[src/indexed_list_store_macros.svh]
// Assertion macros shared by the indexed list store RTL.
// Included by the top level; depends on nothing else.
`ifndef INDEXED_LIST_STORE_MACROS_SVH
`define INDEXED_LIST_STORE_MACROS_SVH

// The consequent must hold in the same cycle as the antecedent.
`define ILS_ASSERT_SAME(label, clk, rst_n, ante, cons) \
    label: assert property (@(posedge clk) disable iff (!rst_n) (ante) |-> (cons)) \
        else $error("indexed list store: same-cycle check failed");

// The consequent must hold in the cycle after the antecedent.
`define ILS_ASSERT_NEXT(label, clk, rst_n, ante, cons) \
    label: assert property (@(posedge clk) disable iff (!rst_n) (ante) |=> (cons)) \
        else $error("indexed list store: next-cycle check failed");

`endif

[src/ils_pkg.sv]
// Shared types and codes for the indexed list store.
// No dependencies; the other files that use it refer to it by scoped names.
package ils_pkg;

    localparam int ACTION_W = 4;
    localparam int IDX_IN_W = 5;
    localparam int VALUE_W  = 32;
    localparam int FOUND_W  = 4;
    localparam int LEN_W    = 5;
    localparam int STATUS_W = 3;

    typedef enum logic [ACTION_W-1:0] {
        ACT_CLEAR     = 4'd0,
        ACT_INS_FIRST = 4'd1,
        ACT_INS_LAST  = 4'd2,
        ACT_INS_AT    = 4'd3,
        ACT_DEL_FIRST = 4'd4,
        ACT_DEL_LAST  = 4'd5,
        ACT_DEL_AT    = 4'd6,
        ACT_GET       = 4'd7,
        ACT_SET       = 4'd8,
        ACT_FIND      = 4'd9
    } action_t;

    typedef enum logic [STATUS_W-1:0] {
        ST_OK       = 3'd0,
        ST_FULL     = 3'd1,
        ST_EMPTY    = 3'd2,
        ST_RANGE    = 3'd3,
        ST_NOTFOUND = 3'd4
    } status_t;

    // Memory work that the back end still has to do for an accepted item.
    typedef enum logic [2:0] {
        CMD_NONE,
        CMD_INSERT,
        CMD_DELETE,
        CMD_GET,
        CMD_SET,
        CMD_FIND
    } cmd_kind_t;

    typedef enum logic [2:0] {
        B_IDLE,
        B_READ,
        B_READW,
        B_SHIFT,
        B_DRAIN,
        B_PUT,
        B_SCAN,
        B_DONE
    } back_state_t;

    typedef struct packed {
        cmd_kind_t         kind;
        status_t           status;
        logic [LEN_W-1:0]  length;
    } cmd_ctl_t;

endpackage

[src/ils_if.sv]
// Valid/ready channel interfaces for requests and responses.
// Depends on ils_pkg for field widths.
interface ils_req_if;
    logic                                 valid;
    logic                                 ready;
    logic [ils_pkg::ACTION_W-1:0]         action;
    logic [ils_pkg::IDX_IN_W-1:0]         element_index;
    logic signed [ils_pkg::VALUE_W-1:0]   value_in;

    modport source (output valid, action, element_index, value_in, input ready);
    modport sink   (input valid, action, element_index, value_in, output ready);
endinterface

interface ils_rsp_if;
    logic                                 valid;
    logic                                 ready;
    logic signed [ils_pkg::VALUE_W-1:0]   value_out;
    logic [ils_pkg::FOUND_W-1:0]          found_index;
    logic [ils_pkg::LEN_W-1:0]            list_length;
    logic [ils_pkg::STATUS_W-1:0]         status;

    modport source (output valid, value_out, found_index, list_length, status, input ready);
    modport sink   (input valid, value_out, found_index, list_length, status, output ready);
endinterface

[src/ils_front.sv]
// Front end: accepts request items, checks them against the running length
// and emits memory commands. Depends on ils_pkg and ils_if.
module ils_front #(
    parameter int CAPACITY   = 16,
    parameter int DATA_WIDTH = 32
) (
    input  logic                        clk,
    input  logic                        rst_n,
    ils_req_if.sink                     req,
    input  logic                        q_full,
    output logic                        q_push,
    output ils_pkg::cmd_ctl_t           cmd_ctl,
    output logic [$clog2(CAPACITY)-1:0]   cmd_pos,
    output logic [$clog2(CAPACITY+1)-1:0] cmd_cnt,
    output logic [DATA_WIDTH-1:0]       cmd_value
);

    localparam int IW   = $clog2(CAPACITY);
    localparam int CW   = $clog2(CAPACITY + 1);
    localparam int CMPW = (CW > ils_pkg::IDX_IN_W) ? CW : ils_pkg::IDX_IN_W;

    logic [CW-1:0]   count_reg;
    logic [CW-1:0]   count_next;
    logic [CMPW-1:0] idx_x;
    logic [CMPW-1:0] cnt_x;
    logic [CMPW-1:0] cap_x;
    logic [CMPW-1:0] pos_x;
    logic [CMPW-1:0] cnt_after;
    logic [63:0]     value_ext;
    ils_pkg::action_t act;

    assign req.ready = !q_full;
    assign q_push    = req.valid && !q_full;

    assign idx_x     = CMPW'(req.element_index);
    assign cnt_x     = CMPW'(count_reg);
    assign cap_x     = CMPW'(CAPACITY);
    assign act       = ils_pkg::action_t'(req.action);
    assign value_ext = 64'(req.value_in);

    always_comb
    begin
        cmd_ctl.kind   = ils_pkg::CMD_NONE;
        cmd_ctl.status = ils_pkg::ST_OK;
        pos_x          = '0;
        cnt_after      = cnt_x;
        unique case (act)
            ils_pkg::ACT_CLEAR:
            begin
                cnt_after = '0;
            end
            ils_pkg::ACT_INS_FIRST, ils_pkg::ACT_INS_LAST, ils_pkg::ACT_INS_AT:
            begin
                if (act == ils_pkg::ACT_INS_FIRST)
                begin
                    pos_x = '0;
                end
                else if (act == ils_pkg::ACT_INS_LAST)
                begin
                    pos_x = cnt_x;
                end
                else
                begin
                    pos_x = idx_x;
                end
                // The position check takes precedence over the full check.
                priority if (pos_x > cnt_x)
                begin
                    cmd_ctl.status = ils_pkg::ST_RANGE;
                end
                else if (cnt_x == cap_x)
                begin
                    cmd_ctl.status = ils_pkg::ST_FULL;
                end
                else
                begin
                    cmd_ctl.kind = ils_pkg::CMD_INSERT;
                    cnt_after    = cnt_x + CMPW'(1);
                end
            end
            ils_pkg::ACT_DEL_FIRST, ils_pkg::ACT_DEL_LAST, ils_pkg::ACT_DEL_AT:
            begin
                if (cnt_x == '0)
                begin
                    cmd_ctl.status = ils_pkg::ST_EMPTY;
                end
                else
                begin
                    if (act == ils_pkg::ACT_DEL_FIRST)
                    begin
                        pos_x = '0;
                    end
                    else if (act == ils_pkg::ACT_DEL_LAST)
                    begin
                        pos_x = cnt_x - CMPW'(1);
                    end
                    else
                    begin
                        pos_x = idx_x;
                    end
                    if (pos_x >= cnt_x)
                    begin
                        cmd_ctl.status = ils_pkg::ST_RANGE;
                    end
                    else
                    begin
                        cmd_ctl.kind = ils_pkg::CMD_DELETE;
                        cnt_after    = cnt_x - CMPW'(1);
                    end
                end
            end
            ils_pkg::ACT_GET, ils_pkg::ACT_SET:
            begin
                pos_x = idx_x;
                if (idx_x >= cnt_x)
                begin
                    cmd_ctl.status = ils_pkg::ST_RANGE;
                end
                else if (act == ils_pkg::ACT_GET)
                begin
                    cmd_ctl.kind = ils_pkg::CMD_GET;
                end
                else
                begin
                    cmd_ctl.kind = ils_pkg::CMD_SET;
                end
            end
            ils_pkg::ACT_FIND:
            begin
                if (cnt_x == '0)
                begin
                    cmd_ctl.status = ils_pkg::ST_NOTFOUND;
                end
                else
                begin
                    cmd_ctl.kind = ils_pkg::CMD_FIND;
                end
            end
            default:
            begin
                // Unused action codes leave the list alone and report ok.
                cnt_after = cnt_x;
            end
        endcase
        cmd_ctl.length = cnt_after[ils_pkg::LEN_W-1:0];
    end

    assign cmd_pos    = pos_x[IW-1:0];
    assign cmd_cnt    = count_reg;
    assign cmd_value  = value_ext[DATA_WIDTH-1:0];
    assign count_next = q_push ? cnt_after[CW-1:0] : count_reg;

    always_ff @(posedge clk or negedge rst_n)
    begin
        if (!rst_n)
        begin
            count_reg <= '0;
        end
        else
        begin
            count_reg <= count_next;
        end
    end

endmodule

[src/ils_queue.sv]
// Two-entry command queue between the front end and the back end.
// Depends on nothing; the payload is a flat vector.
module ils_queue #(
    parameter int W = 8
) (
    input  logic         clk,
    input  logic         rst_n,
    input  logic         push,
    input  logic [W-1:0] push_data,
    input  logic         pop,
    output logic [W-1:0] pop_data,
    output logic         full,
    output logic         empty
);

    logic [W-1:0] slot_reg [2];
    logic         wr_ptr_reg;
    logic         wr_ptr_next;
    logic         rd_ptr_reg;
    logic         rd_ptr_next;
    logic [1:0]   fill_reg;
    logic [1:0]   fill_next;

    assign full     = (fill_reg == 2'd2);
    assign empty    = (fill_reg == 2'd0);
    assign pop_data = slot_reg[rd_ptr_reg];

    always_comb
    begin
        wr_ptr_next = push ? !wr_ptr_reg : wr_ptr_reg;
        rd_ptr_next = pop ? !rd_ptr_reg : rd_ptr_reg;
        fill_next   = fill_reg + 2'(push) - 2'(pop);
    end

    always_ff @(posedge clk)
    begin
        if (push)
        begin
            slot_reg[wr_ptr_reg] <= push_data;
        end
    end

    always_ff @(posedge clk or negedge rst_n)
    begin
        if (!rst_n)
        begin
            wr_ptr_reg <= 1'b0;
            rd_ptr_reg <= 1'b0;
            fill_reg   <= 2'd0;
        end
        else
        begin
            wr_ptr_reg <= wr_ptr_next;
            rd_ptr_reg <= rd_ptr_next;
            fill_reg   <= fill_next;
        end
    end

endmodule

[src/ils_back.sv]
// Back end: element memory, the sequencer that shifts and scans it, and the
// response register. Depends on ils_pkg and ils_if.
module ils_back #(
    parameter int CAPACITY   = 16,
    parameter int DATA_WIDTH = 32
) (
    input  logic                          clk,
    input  logic                          rst_n,
    input  logic                          q_empty,
    input  ils_pkg::cmd_ctl_t             q_ctl,
    input  logic [$clog2(CAPACITY)-1:0]   q_pos,
    input  logic [$clog2(CAPACITY+1)-1:0] q_cnt,
    input  logic [DATA_WIDTH-1:0]         q_value,
    output logic                          q_pop,
    ils_rsp_if.source                     rsp
);

    localparam int IW = $clog2(CAPACITY);
    localparam int CW = $clog2(CAPACITY + 1);

    ils_pkg::back_state_t state_reg, state_next;
    ils_pkg::cmd_kind_t   kind_reg, kind_next;
    ils_pkg::status_t     status_reg, status_next;
    logic [ils_pkg::LEN_W-1:0] len_reg, len_next;
    logic [IW-1:0]         pos_reg, pos_next;
    logic [CW-1:0]         cnt_reg, cnt_next;
    logic [DATA_WIDTH-1:0] val_reg, val_next;
    logic [DATA_WIDTH-1:0] vout_reg, vout_next;
    logic [IW-1:0]         found_reg, found_next;
    logic [CW-1:0]         ptr_reg, ptr_next;
    logic                  tag_vld_reg, tag_vld_next;
    logic [IW-1:0]         tag_addr_reg, tag_addr_next;

    logic [DATA_WIDTH-1:0] mem [CAPACITY];
    logic [DATA_WIDTH-1:0] rdata_reg;
    logic                  ren;
    logic [IW-1:0]         raddr;
    logic                  wen;
    logic [IW-1:0]         waddr;
    logic [DATA_WIDTH-1:0] wdata;

    logic                  out_vld_reg, out_vld_next;
    logic [ils_pkg::VALUE_W-1:0]  out_value_reg;
    logic [ils_pkg::FOUND_W-1:0]  out_found_reg;
    logic [ils_pkg::LEN_W-1:0]    out_len_reg;
    logic [ils_pkg::STATUS_W-1:0] out_status_reg;
    logic                  load_out;
    logic [63:0]           vout_wide;
    logic [15:0]           found_wide;

    assign vout_wide  = 64'(vout_reg);
    assign found_wide = 16'(found_reg);

    always_comb
    begin
        state_next    = state_reg;
        kind_next     = kind_reg;
        status_next   = status_reg;
        len_next      = len_reg;
        pos_next      = pos_reg;
        cnt_next      = cnt_reg;
        val_next      = val_reg;
        vout_next     = vout_reg;
        found_next    = found_reg;
        ptr_next      = ptr_reg;
        tag_vld_next  = 1'b0;
        tag_addr_next = tag_addr_reg;
        q_pop         = 1'b0;
        ren           = 1'b0;
        raddr         = ptr_reg[IW-1:0];
        wen           = 1'b0;
        waddr         = tag_addr_reg;
        wdata         = rdata_reg;
        load_out      = 1'b0;

        unique case (state_reg)
            ils_pkg::B_IDLE:
            begin
                if (!q_empty)
                begin
                    q_pop       = 1'b1;
                    kind_next   = q_ctl.kind;
                    status_next = q_ctl.status;
                    len_next    = q_ctl.length;
                    pos_next    = q_pos;
                    cnt_next    = q_cnt;
                    val_next    = q_value;
                    vout_next   = '0;
                    found_next  = '0;
                    ptr_next    = '0;
                    unique case (q_ctl.kind)
                        ils_pkg::CMD_GET, ils_pkg::CMD_DELETE:
                        begin
                            state_next = ils_pkg::B_READ;
                        end
                        ils_pkg::CMD_SET:
                        begin
                            state_next = ils_pkg::B_PUT;
                        end
                        ils_pkg::CMD_INSERT:
                        begin
                            // Move the tail up one place, last element first.
                            if (CW'(q_pos) < q_cnt)
                            begin
                                ptr_next   = q_cnt - CW'(1);
                                state_next = ils_pkg::B_SHIFT;
                            end
                            else
                            begin
                                state_next = ils_pkg::B_PUT;
                            end
                        end
                        ils_pkg::CMD_FIND:
                        begin
                            state_next = ils_pkg::B_SCAN;
                        end
                        default:
                        begin
                            state_next = ils_pkg::B_DONE;
                        end
                    endcase
                end
            end
            ils_pkg::B_READ:
            begin
                ren        = 1'b1;
                raddr      = pos_reg;
                state_next = ils_pkg::B_READW;
            end
            ils_pkg::B_READW:
            begin
                vout_next = rdata_reg;
                // A delete closes the gap by moving the tail down one place.
                if ((kind_reg == ils_pkg::CMD_DELETE) && ((CW'(pos_reg) + CW'(1)) < cnt_reg))
                begin
                    ptr_next   = CW'(pos_reg) + CW'(1);
                    state_next = ils_pkg::B_SHIFT;
                end
                else
                begin
                    state_next = ils_pkg::B_DONE;
                end
            end
            ils_pkg::B_SHIFT:
            begin
                // Write back the element read last cycle while reading the next.
                wen          = tag_vld_reg;
                ren          = 1'b1;
                raddr        = ptr_reg[IW-1:0];
                tag_vld_next = 1'b1;
                if (kind_reg == ils_pkg::CMD_INSERT)
                begin
                    tag_addr_next = ptr_reg[IW-1:0] + IW'(1);
                    if (ptr_reg == CW'(pos_reg))
                    begin
                        state_next = ils_pkg::B_DRAIN;
                    end
                    else
                    begin
                        ptr_next = ptr_reg - CW'(1);
                    end
                end
                else
                begin
                    tag_addr_next = ptr_reg[IW-1:0] - IW'(1);
                    if (ptr_reg == (cnt_reg - CW'(1)))
                    begin
                        state_next = ils_pkg::B_DRAIN;
                    end
                    else
                    begin
                        ptr_next = ptr_reg + CW'(1);
                    end
                end
            end
            ils_pkg::B_DRAIN:
            begin
                wen = tag_vld_reg;
                if (kind_reg == ils_pkg::CMD_INSERT)
                begin
                    state_next = ils_pkg::B_PUT;
                end
                else
                begin
                    state_next = ils_pkg::B_DONE;
                end
            end
            ils_pkg::B_PUT:
            begin
                wen        = 1'b1;
                waddr      = pos_reg;
                wdata      = val_reg;
                state_next = ils_pkg::B_DONE;
            end
            ils_pkg::B_SCAN:
            begin
                // Reads stream one per cycle; each compare sees last cycle's read.
                if (tag_vld_reg && (rdata_reg == val_reg))
                begin
                    found_next = tag_addr_reg;
                    state_next = ils_pkg::B_DONE;
                end
                else if (ptr_reg < cnt_reg)
                begin
                    ren           = 1'b1;
                    raddr         = ptr_reg[IW-1:0];
                    tag_vld_next  = 1'b1;
                    tag_addr_next = ptr_reg[IW-1:0];
                    ptr_next      = ptr_reg + CW'(1);
                end
                else if (!tag_vld_reg)
                begin
                    status_next = ils_pkg::ST_NOTFOUND;
                    state_next  = ils_pkg::B_DONE;
                end
            end
            ils_pkg::B_DONE:
            begin
                if (!out_vld_reg || rsp.ready)
                begin
                    load_out   = 1'b1;
                    state_next = ils_pkg::B_IDLE;
                end
            end
            default:
            begin
                state_next = ils_pkg::B_IDLE;
            end
        endcase
    end

    always_comb
    begin
        if (load_out)
        begin
            out_vld_next = 1'b1;
        end
        else if (rsp.ready)
        begin
            out_vld_next = 1'b0;
        end
        else
        begin
            out_vld_next = out_vld_reg;
        end
    end

    always_ff @(posedge clk)
    begin
        if (wen)
        begin
            mem[waddr] <= wdata;
        end
        if (ren)
        begin
            rdata_reg <= mem[raddr];
        end
    end

    always_ff @(posedge clk)
    begin
        kind_reg     <= kind_next;
        status_reg   <= status_next;
        len_reg      <= len_next;
        pos_reg      <= pos_next;
        cnt_reg      <= cnt_next;
        val_reg      <= val_next;
        vout_reg     <= vout_next;
        found_reg    <= found_next;
        ptr_reg      <= ptr_next;
        tag_addr_reg <= tag_addr_next;
        if (load_out)
        begin
            out_value_reg  <= vout_wide[ils_pkg::VALUE_W-1:0];
            out_found_reg  <= found_wide[ils_pkg::FOUND_W-1:0];
            out_len_reg    <= len_reg;
            out_status_reg <= status_reg;
        end
    end

    always_ff @(posedge clk or negedge rst_n)
    begin
        if (!rst_n)
        begin
            state_reg   <= ils_pkg::B_IDLE;
            tag_vld_reg <= 1'b0;
            out_vld_reg <= 1'b0;
        end
        else
        begin
            state_reg   <= state_next;
            tag_vld_reg <= tag_vld_next;
            out_vld_reg <= out_vld_next;
        end
    end

    assign rsp.valid       = out_vld_reg;
    assign rsp.value_out   = $signed(out_value_reg);
    assign rsp.found_index = out_found_reg;
    assign rsp.list_length = out_len_reg;
    assign rsp.status      = out_status_reg;

endmodule

[src/indexed_list_store.sv]
// Top level of the indexed list store: front end, command queue, back end.
// Depends on ils_pkg, ils_if, ils_front, ils_queue, ils_back and the macros header.
//
//   Channel  Direction  Payload
//   req      in         action, element_index, value_in
//   rsp      out        value_out, found_index, list_length, status
//
// The front end takes one item per cycle while the two-entry queue has room;
// the back end then works each item against an element memory with one read
// port and one write port. Insert and delete walk each element they move, and
// find each element it searches; clear, failed requests and unused codes skip
// the element memory.
// Reset clears the length and the control state at once; there is no clearing
// pass, since an element position is only read after it has been written.
// A stalled response holds in its output register while up to three further
// items are accepted.
`include "indexed_list_store_macros.svh"

module indexed_list_store #(
    parameter int CAPACITY   = 16,
    parameter int DATA_WIDTH = 32
) (
    input  logic      clk,
    input  logic      rst_n,
    ils_req_if.sink   req,
    ils_rsp_if.source rsp
);

    localparam int IW = $clog2(CAPACITY);
    localparam int CW = $clog2(CAPACITY + 1);
    localparam int QW = $bits(ils_pkg::cmd_ctl_t) + IW + CW + DATA_WIDTH;

    // Command handed from the front end to the back end.
    ils_pkg::cmd_ctl_t     f_ctl;
    logic [IW-1:0]         f_pos;
    logic [CW-1:0]         f_cnt;
    logic [DATA_WIDTH-1:0] f_value;

    ils_pkg::cmd_ctl_t     b_ctl;
    logic [IW-1:0]         b_pos;
    logic [CW-1:0]         b_cnt;
    logic [DATA_WIDTH-1:0] b_value;

    logic          q_push;
    logic          q_pop;
    logic          q_full;
    logic          q_empty;
    logic [QW-1:0] q_in;
    logic [QW-1:0] q_out;

    // The front end keeps its own running length, so it can check items ahead
    // of the back end; the queue carries the length each command started from.
    ils_front #(
        .CAPACITY   (CAPACITY),
        .DATA_WIDTH (DATA_WIDTH)
    ) u_front (
        .clk       (clk),
        .rst_n     (rst_n),
        .req       (req),
        .q_full    (q_full),
        .q_push    (q_push),
        .cmd_ctl   (f_ctl),
        .cmd_pos   (f_pos),
        .cmd_cnt   (f_cnt),
        .cmd_value (f_value)
    );

    assign q_in = {f_ctl, f_pos, f_cnt, f_value};

    ils_queue #(
        .W (QW)
    ) u_queue (
        .clk       (clk),
        .rst_n     (rst_n),
        .push      (q_push),
        .push_data (q_in),
        .pop       (q_pop),
        .pop_data  (q_out),
        .full      (q_full),
        .empty     (q_empty)
    );

    assign {b_ctl, b_pos, b_cnt, b_value} = q_out;

    // The back end owns the element memory and the response register.
    ils_back #(
        .CAPACITY   (CAPACITY),
        .DATA_WIDTH (DATA_WIDTH)
    ) u_back (
        .clk     (clk),
        .rst_n   (rst_n),
        .q_empty (q_empty),
        .q_ctl   (b_ctl),
        .q_pos   (b_pos),
        .q_cnt   (b_cnt),
        .q_value (b_value),
        .q_pop   (q_pop),
        .rsp     (rsp)
    );

    // The back end only takes a command that the queue holds.
    `ILS_ASSERT_SAME(a_pop_not_empty, clk, rst_n, q_pop, !q_empty)
    // The front end never writes into a full queue.
    `ILS_ASSERT_SAME(a_push_not_full, clk, rst_n, q_push, !q_full)
    // A command pushed without a pop is waiting in the queue next cycle.
    `ILS_ASSERT_NEXT(a_push_lands, clk, rst_n, q_push && !q_pop, !q_empty)

endmodule
[src/flat_wrapper.sv]
// flat-port wrapper written by rule: the top's interface ports become plain ports
module indexed_list_store_flat 
#(
    parameter int CAPACITY   = 16,
    parameter int DATA_WIDTH = 32
)
  (clk, rst_n, req_valid, req_action, req_element_index, req_value_in, req_ready, rsp_valid, rsp_value_out, rsp_found_index, rsp_list_length, rsp_status, rsp_ready);
  ils_req_if req_i ();
  ils_rsp_if rsp_i ();
  input  logic clk;
  input  logic rst_n;
  input wire logic [$bits(req_i.valid)-1:0] req_valid;
  input wire logic [$bits(req_i.action)-1:0] req_action;
  input wire logic [$bits(req_i.element_index)-1:0] req_element_index;
  input wire logic [$bits(req_i.value_in)-1:0] req_value_in;
  output wire logic [$bits(req_i.ready)-1:0] req_ready;
  output wire logic [$bits(rsp_i.valid)-1:0] rsp_valid;
  output wire logic [$bits(rsp_i.value_out)-1:0] rsp_value_out;
  output wire logic [$bits(rsp_i.found_index)-1:0] rsp_found_index;
  output wire logic [$bits(rsp_i.list_length)-1:0] rsp_list_length;
  output wire logic [$bits(rsp_i.status)-1:0] rsp_status;
  input wire logic [$bits(rsp_i.ready)-1:0] rsp_ready;
  assign req_i.valid = req_valid;
  assign req_i.action = req_action;
  assign req_i.element_index = req_element_index;
  assign req_i.value_in = req_value_in;
  assign req_ready = req_i.ready;
  assign rsp_valid = rsp_i.valid;
  assign rsp_value_out = rsp_i.value_out;
  assign rsp_found_index = rsp_i.found_index;
  assign rsp_list_length = rsp_i.list_length;
  assign rsp_status = rsp_i.status;
  assign rsp_i.ready = rsp_ready;
  indexed_list_store #(.CAPACITY(CAPACITY), .DATA_WIDTH(DATA_WIDTH)) u_core (.clk(clk), .rst_n(rst_n), .req(req_i), .rsp(rsp_i));
endmodule
[config.mk]
export PLATFORM = sky130hd
export DESIGN_NAME = indexed_list_store_flat
export DESIGN_NICKNAME = d
export VERILOG_FILES = /design/src/ils_pkg.sv /design/src/ils_if.sv /design/src/ils_front.sv /design/src/ils_queue.sv /design/src/ils_back.sv /design/src/indexed_list_store.sv /design/src/flat_wrapper.sv
export VERILOG_INCLUDE_DIRS = /design/src /design/src/src
export SDC_FILE = /design/constraint.sdc
export NUM_CORES = 1
export LEC_CHECK = 0
export ABC_AREA = 1
export BUFFER_PORTS_ARGS = -buffer_cell sky130_fd_sc_hd__buf_4
export CAP_MARGIN = 15
export CORE_MARGIN = 3
export CORE_UTILIZATION = 40
export CTS_CLUSTER_SIZE = 14
export DETAILED_ROUTE_END_ITERATION = 10
export HOLD_SLACK_MARGIN = 0.08
export PLACE_DENSITY = 0.55
export SETUP_SLACK_MARGIN = 0.2
export SYNTH_ARGS = -nofsm -noshare
export SYNTH_HDL_FRONTEND = slang
export SYNTH_SLANG_ARGS = --single-unit
[constraint.sdc]
create_clock -name clk -period 4.98 [get_ports clk]
set_clock_uncertainty 0.2 [all_clocks]
set_input_delay 0.996 -clock clk [delete_from_list [all_inputs] [get_ports clk]]
set_output_delay 0.996 -clock clk [all_outputs]
set_load 0.005 [all_outputs]
# Yosys cells after proc, flatten, opt, wreduce, memory -nomap -nowiden
# Memories as Yosys holds them, arrays and structs flattened. A register that Yosys moved wholly into a read port is not among the register bits.
# Index checks and enable logic that the tools add are counted.
[word_totals] n_memories=2 mem_bits_rw=616 latch_bits=0 wordCells=196 in_bits=45 reg_bits=155 mem_bits_ro=0
[classes] order_cmp=6 mux=83 add_sub_neg=11 n_reduce_logical=30 shift=0 n_div=0 eq_ne=42 bitwise_logic=1 mul=0
[mem_list] memory="u_core.u_back.mem" words=16 word_bits=32 rd=1 rd_clocked_by_memory_dff=1 wr=1 line="ils_back.sv:34" source="logic [DATA_WIDTH-1:0] mem [CAPACITY];"
[mem_list] memory="u_core.u_queue.slot_reg" words=2 word_bits=52 rd=1 rd_clocked_by_memory_dff=0 wr=1 line="ils_queue.sv:16" source="logic [W-1:0] slot_reg [2];"
[ops] op="5-bit 2-to-1 mux" count=20
[ops] op="32-bit 2-to-1 mux" count=2
[ops] op="32-bit one-hot mux with 2 select lines" count=1
[ops] op="3-bit 2-to-1 mux" count=20
[ops] op="32-bit equality test" count=1
[ops] op="4-bit 2-to-1 mux" count=8
[ops] op="3-bit one-hot mux with 8 select lines" count=1
[ops] op="6-bit one-hot mux with 4 select lines" count=1
[ops] op="5-bit one-hot mux with 4 select lines" count=1
[ops] op="5-bit by 1-bit subtractor with 5-bit output (second input constant)" count=4
[ops] op="3-bit equality test (second input constant)" count=6
[ops] op="3-bit != test (second input constant)" count=6
[ops] op="4-bit by 3-bit equality test with 1-bit output (second input constant)" count=4
[ops] op="2-bit != test (second input constant)" count=8
[ops] op="4-bit one-hot mux with 2 select lines" count=2
[ops] op="3-bit by 2-bit equality test with 1-bit output (second input constant)" count=5
[ops] op="5-bit one-hot mux with 3 select lines" count=1
[ops] op="1-bit 2-to-1 mux" count=14
[ops] op="2-bit 2-to-1 mux" count=6
[ops] op="3-bit one-hot mux with 4 select lines" count=1
[ops] op="4-bit one-hot mux with 3 select lines" count=1
[ops] op="5-bit by 1-bit adder with 5-bit output (second input constant)" count=2
[ops] op="5-bit >= comparator" count=2
[ops] op="5-bit < comparator" count=2
[ops] op="34 further kinds" count=54

# Depth between registers and ports, before layout
[depth] word_depth=9 mapped_depth=21 mapped_depth_nobuf=21

# Cells and area by module
# A second synthesis with hierarchy kept.
[unflattened] hier_cells=2780 area_unflattened_um2=33821.2
[modules_own_cells] mod="ils_back" n_inst=1 cells_per_inst=2217 area_each_um2=28093.2
[modules_own_cells] mod="ils_queue" n_inst=1 cells_per_inst=296 area_each_um2=4068.9
[modules_own_cells] mod="ils_front" n_inst=1 cells_per_inst=267 area_each_um2=1659.1

# Least setup slack after synthesis
# OpenSTA, ideal clock, no wires.
[synth_path] path_type="reg2reg" start="reg u_core.u_back.state_reg[2]" end="reg u_core.u_back.vout_reg[0], enable pin" setup_time_ps=390 slack_ps=85 stages_incl_launch_ff=7 t_arrival_ps=4305 path_buffers=1 period_less_slack_ps=4895 t_required_ps=4390 path_cell_list="dfrtp_1 > buf_2 > nor2_1 > nand2_1 > a21oi_1 > inv_1 > nand2_1"
[synth_via] elab_chain_len=3 elab_cells_between_ends=5 classes_between="eq/ne (2); reduce/logical (3)"
[synth_lines] item="start, declared" line="ils_back.sv:21" source="ils_pkg::back_state_t state_reg, state_next;"
[synth_lines] item="start signal, assigned" line="ils_back.sv:285" source="state_reg <= ils_pkg::B_IDLE;"
[synth_lines] item="start signal, assigned" line="ils_back.sv:291" source="state_reg <= state_next;"
[synth_lines] item="3-bit by 2-bit equality test with 1-bit output / 3-bit zero test (equally long branches)" line="ils_back.sv:76" source="unique case (state_reg)"
[synth_lines] item="2-bit nonzero test (no source line) / 2-bit != test (equally long branches)"
[synth_lines] item="2-bit AND reduction (no source line) (*)"
[synth_lines] item="end signal, assigned" line="ils_back.sv:268" source="vout_reg <= vout_next;"
[synth_lines] item="end, declared" line="ils_back.sv:28" source="logic [DATA_WIDTH-1:0] vout_reg, vout_next;"
# Mark *: on every way between the ends. The rest lies on a longest branch, timed or not.
# A chain may end at the register's enable or synchronous reset.

==> flow_summary.yaml <==
clock_network:
  insertion_delay_ns: 0.64
  root_buffer: "clkbuf_16"
  cts_buffer_depth: 3
  path_clk_slew_ns: 0.06
  cts_tree: "built"
  cts_buffers: 85
  postCtsResizedCells: 0
  post_cts_buffers: 0
  cts_sinks: 803
  cts_htree_levels: 3
floorplan:
  core_um2: 82200
  start_util_pct: 40.5
  die_area_um2: 86800
  ioPinCount: 91
  die_w_um: 295
  num_rows: 105
  die_y_um: 295
yosys:
  synth_seq_area_share_pct: 72.1
  ys_warn_count: 0
  synth_flop_cell: "edfxtp_1"
  syn_area_um2: 33300
  mappedNetlistNets: 2818
  syn_area_per_cell_um2: 12.2
  synth-seq-cells: 803
  async_reset_ff_share_pct: 1.74
  synth_edf_count: 789
  yosysUniqueCellTypes: 43
  postSynthCellCount: 2733
critical_path:
  slowest_delay_ns: 0.45
  reg2reg_to: "u_core.u_queue.slot_reg[0][41]"
  start_kind: "register"
  path_cells: "inv_1, ha_1, nand4_1, a31oi_1, ha_1, nand2_1, nor2_1, o21ai_0, nand3_1, inv_1, nand2_1, nand2_1, nand4_1, nand2_1, inv_1"
  critPathRequiredTime_ns: 5.17
  worst_r2r_path_depth: 15
  path_class: "reg2reg"
  rrSetupSlack_ns: 1.62
  endpoint_kind: "register"
  path_depth: 15
  cp_common_cell: "nand2_1"
  r2r-start: "u_core.u_front.cmd_cnt[1]"
  cp_max_fo: 7
  cp_num_buf_inv: 3
  crit_arrival_ns: 3.54
  critPathSlowestCell: "dfrtp_1"
  setup.worst_path.start: "u_core.u_front.cmd_cnt[1]"
  cp-endpoint: "u_core.u_queue.slot_reg[0][41]"
  critical_path.top_delay_family: "simple AND/OR/NAND/NOR gates"
layout:
  antenna_cells: 0
  fin_cells: 3996
  area_delta_synth_final_pct: 15.1
  final_core_util_pct: 46.6
  final_area_um2: 38400
  drive_gt1_share_pct: 11.1
  final_common_cell: "edfxtp_1"
  layout.nets: 2947
  largest_reg_flops: 512
  final_cell_mix: "789 x edfxtp_1, 451 x nand2_1, 413 x nor2_1, 257 x o21ai_0, 177 x inv_1"
run_status:
  status: "completed"
detailed_routing:
  wl_per_cell_um: 21.3
  dr.pass1.iters: 5
  vias: 21000
  vias_per_cell: 5.25
  routed_wl_um: 85000
  drtIter0Drc: 1695
  drtAntennaViolNets: 0
  drc_errors: 0
sta:
  fin_crit_sh_pct: 67.4
  tns_ns: 0
  slew_headroom_pct: 31.2
  setup_violations: 0
  fmax_mhz: 298
  tightest_slew_ns: 1.03
  worst_slack_ns: 1.62
  drv_slew: 0
  fin_crit_ns: 3.36
  hold_viol_final: 0
  grt_setup_unrepaired: "false"
placement:
  place_area_um2: 35600
  place_congestion: 0.831
  io_buffers: 90
  detailed_place_hpwl_um: 51700
  place_worst_setup_slack_ns: 1.07
  dp.cells: 3841
global_routing:
  grt_pass1_wl_um: 127000
  grt_max_degree: 138
  grt_overflow: 0
  grt_usage_pct: 19.5
  grt_antenna_before_repair: 1
  grt_pass1_vias: 20500
hold_path:
  min_path_type: "reg2reg"
run:
  maxCapViolations: 0
power:
  vdd_drop_max_mv: 0.596
  pwr_density_cell_nw_per_um2: 689
  leakage_nw: 13.7
[cell type report]
type                    instances  area [µm²]
fillers                      7333       43900
flip-flops and latches        803       24000
multi-input cells            1617        8170
clock buffers                 102        2210
repair buffers                172        1390
well taps                    1070        1340
inverters                     183         688
clock inverters                49         512
[per-layer routing]
| layer | global-route usage, % | part of all wire, % | vias to the layer above | wire, µm |
|---|---|---|---|---|
| li1 | - | - | 9963 | - |
| met1 | 26.1 | 43 | 10300 | 36400 |
| met2 | 33.3 | 50 | 550 | 42300 |
| met3 | 2.63 | 4.7 | 128 | 3990 |
| met4 | 5.56 | 2.7 | 0 | 2320 |
| met5 | 0 | 0 | - | 0 |
[worst min path at each step]
stage                                     startpoint                               end  slack (ns)  depth (start not counted)
final                     u_core.u_back.vout_reg[19]   u_core.u_back.rsp.value_out[19]        0.22                          0
after global placement    u_core.u_back.vout_reg[16]   u_core.u_back.rsp.value_out[16]        0.20                          0
after detailed placement  u_core.u_back.vout_reg[19]   u_core.u_back.rsp.value_out[19]        0.20                          0
after CTS                 u_core.u_back.vout_reg[19]   u_core.u_back.rsp.value_out[19]        0.22                          0
after global routing      u_core.u_back.vout_reg[19]   u_core.u_back.rsp.value_out[19]        0.22                          0
after floorplan           u_core.u_back.found_reg[0]  u_core.u_back.rsp.found_index[0]        0.20                          0
[synth_stat cells, types with 3 or more instances]
master	number	area, µm²
a211oi_1	6	45.0
a21oi_1	29	145
buf_1	5	18.8
buf_2	50	250
buf_4	12	90.1
clkbuf_1	59	221
clkinv_1	3	11.3
dfrtp_1	14	350
edfxtp_1	789	23700
ha_1	39	488
inv_1	178	668
nand2_1	451	1690
nand2_2	3	18.8
nand3_1	83	415
nand4_1	17	106
nor2_1	433	1630
nor3_1	6	30.0
o211ai_1	164	1230
o21ai_0	260	1300
o21ai_1	62	310
o21ai_4	3	48.8
o221ai_1	4	35.0
or2_2	5	31.3
xnor2_1	18	158
xor2_1	16	140
[cells by family (layout without fill, tap and decap cells)]
kind of cell | Yosys count | count (layout) | synth area share [%]
fa+ha+maj | 40 | 40 | 1.52
simple gates | 1002 | 1002 | 11.9
flops | 803 | 803 | 72.1
xor+xnor | 34 | 34 | 0.894
buf+inv | 313 | 506 | 3.90
compound gates | 541 | 541 | 9.65
[power by group]
part,switching (mW),internal (mW),leakage [nW]
logic,6.90,2.74,4.99
clock network,2.62,3.55,1.32
registers,0.644,9.96,7.40
[timing repair]
item | CTS | global route
endpoints found under the setup margin | 0 | 0
hold buffers | 1 | 0
hold endpoints to repair | 14 | 0
[through the flow]
stage	hold WS, ns	power [mW]
5_1_grt	0.224	28.0
6_report	0.219	26.4
3_5_place_dp	0.205	20.5
2_1_floorplan	0.200	16.7
4_1_cts	0.218	26.7
3_3_place_gp	0.205	20.3
Note: power is estimated with default switching activity, not from simulation.
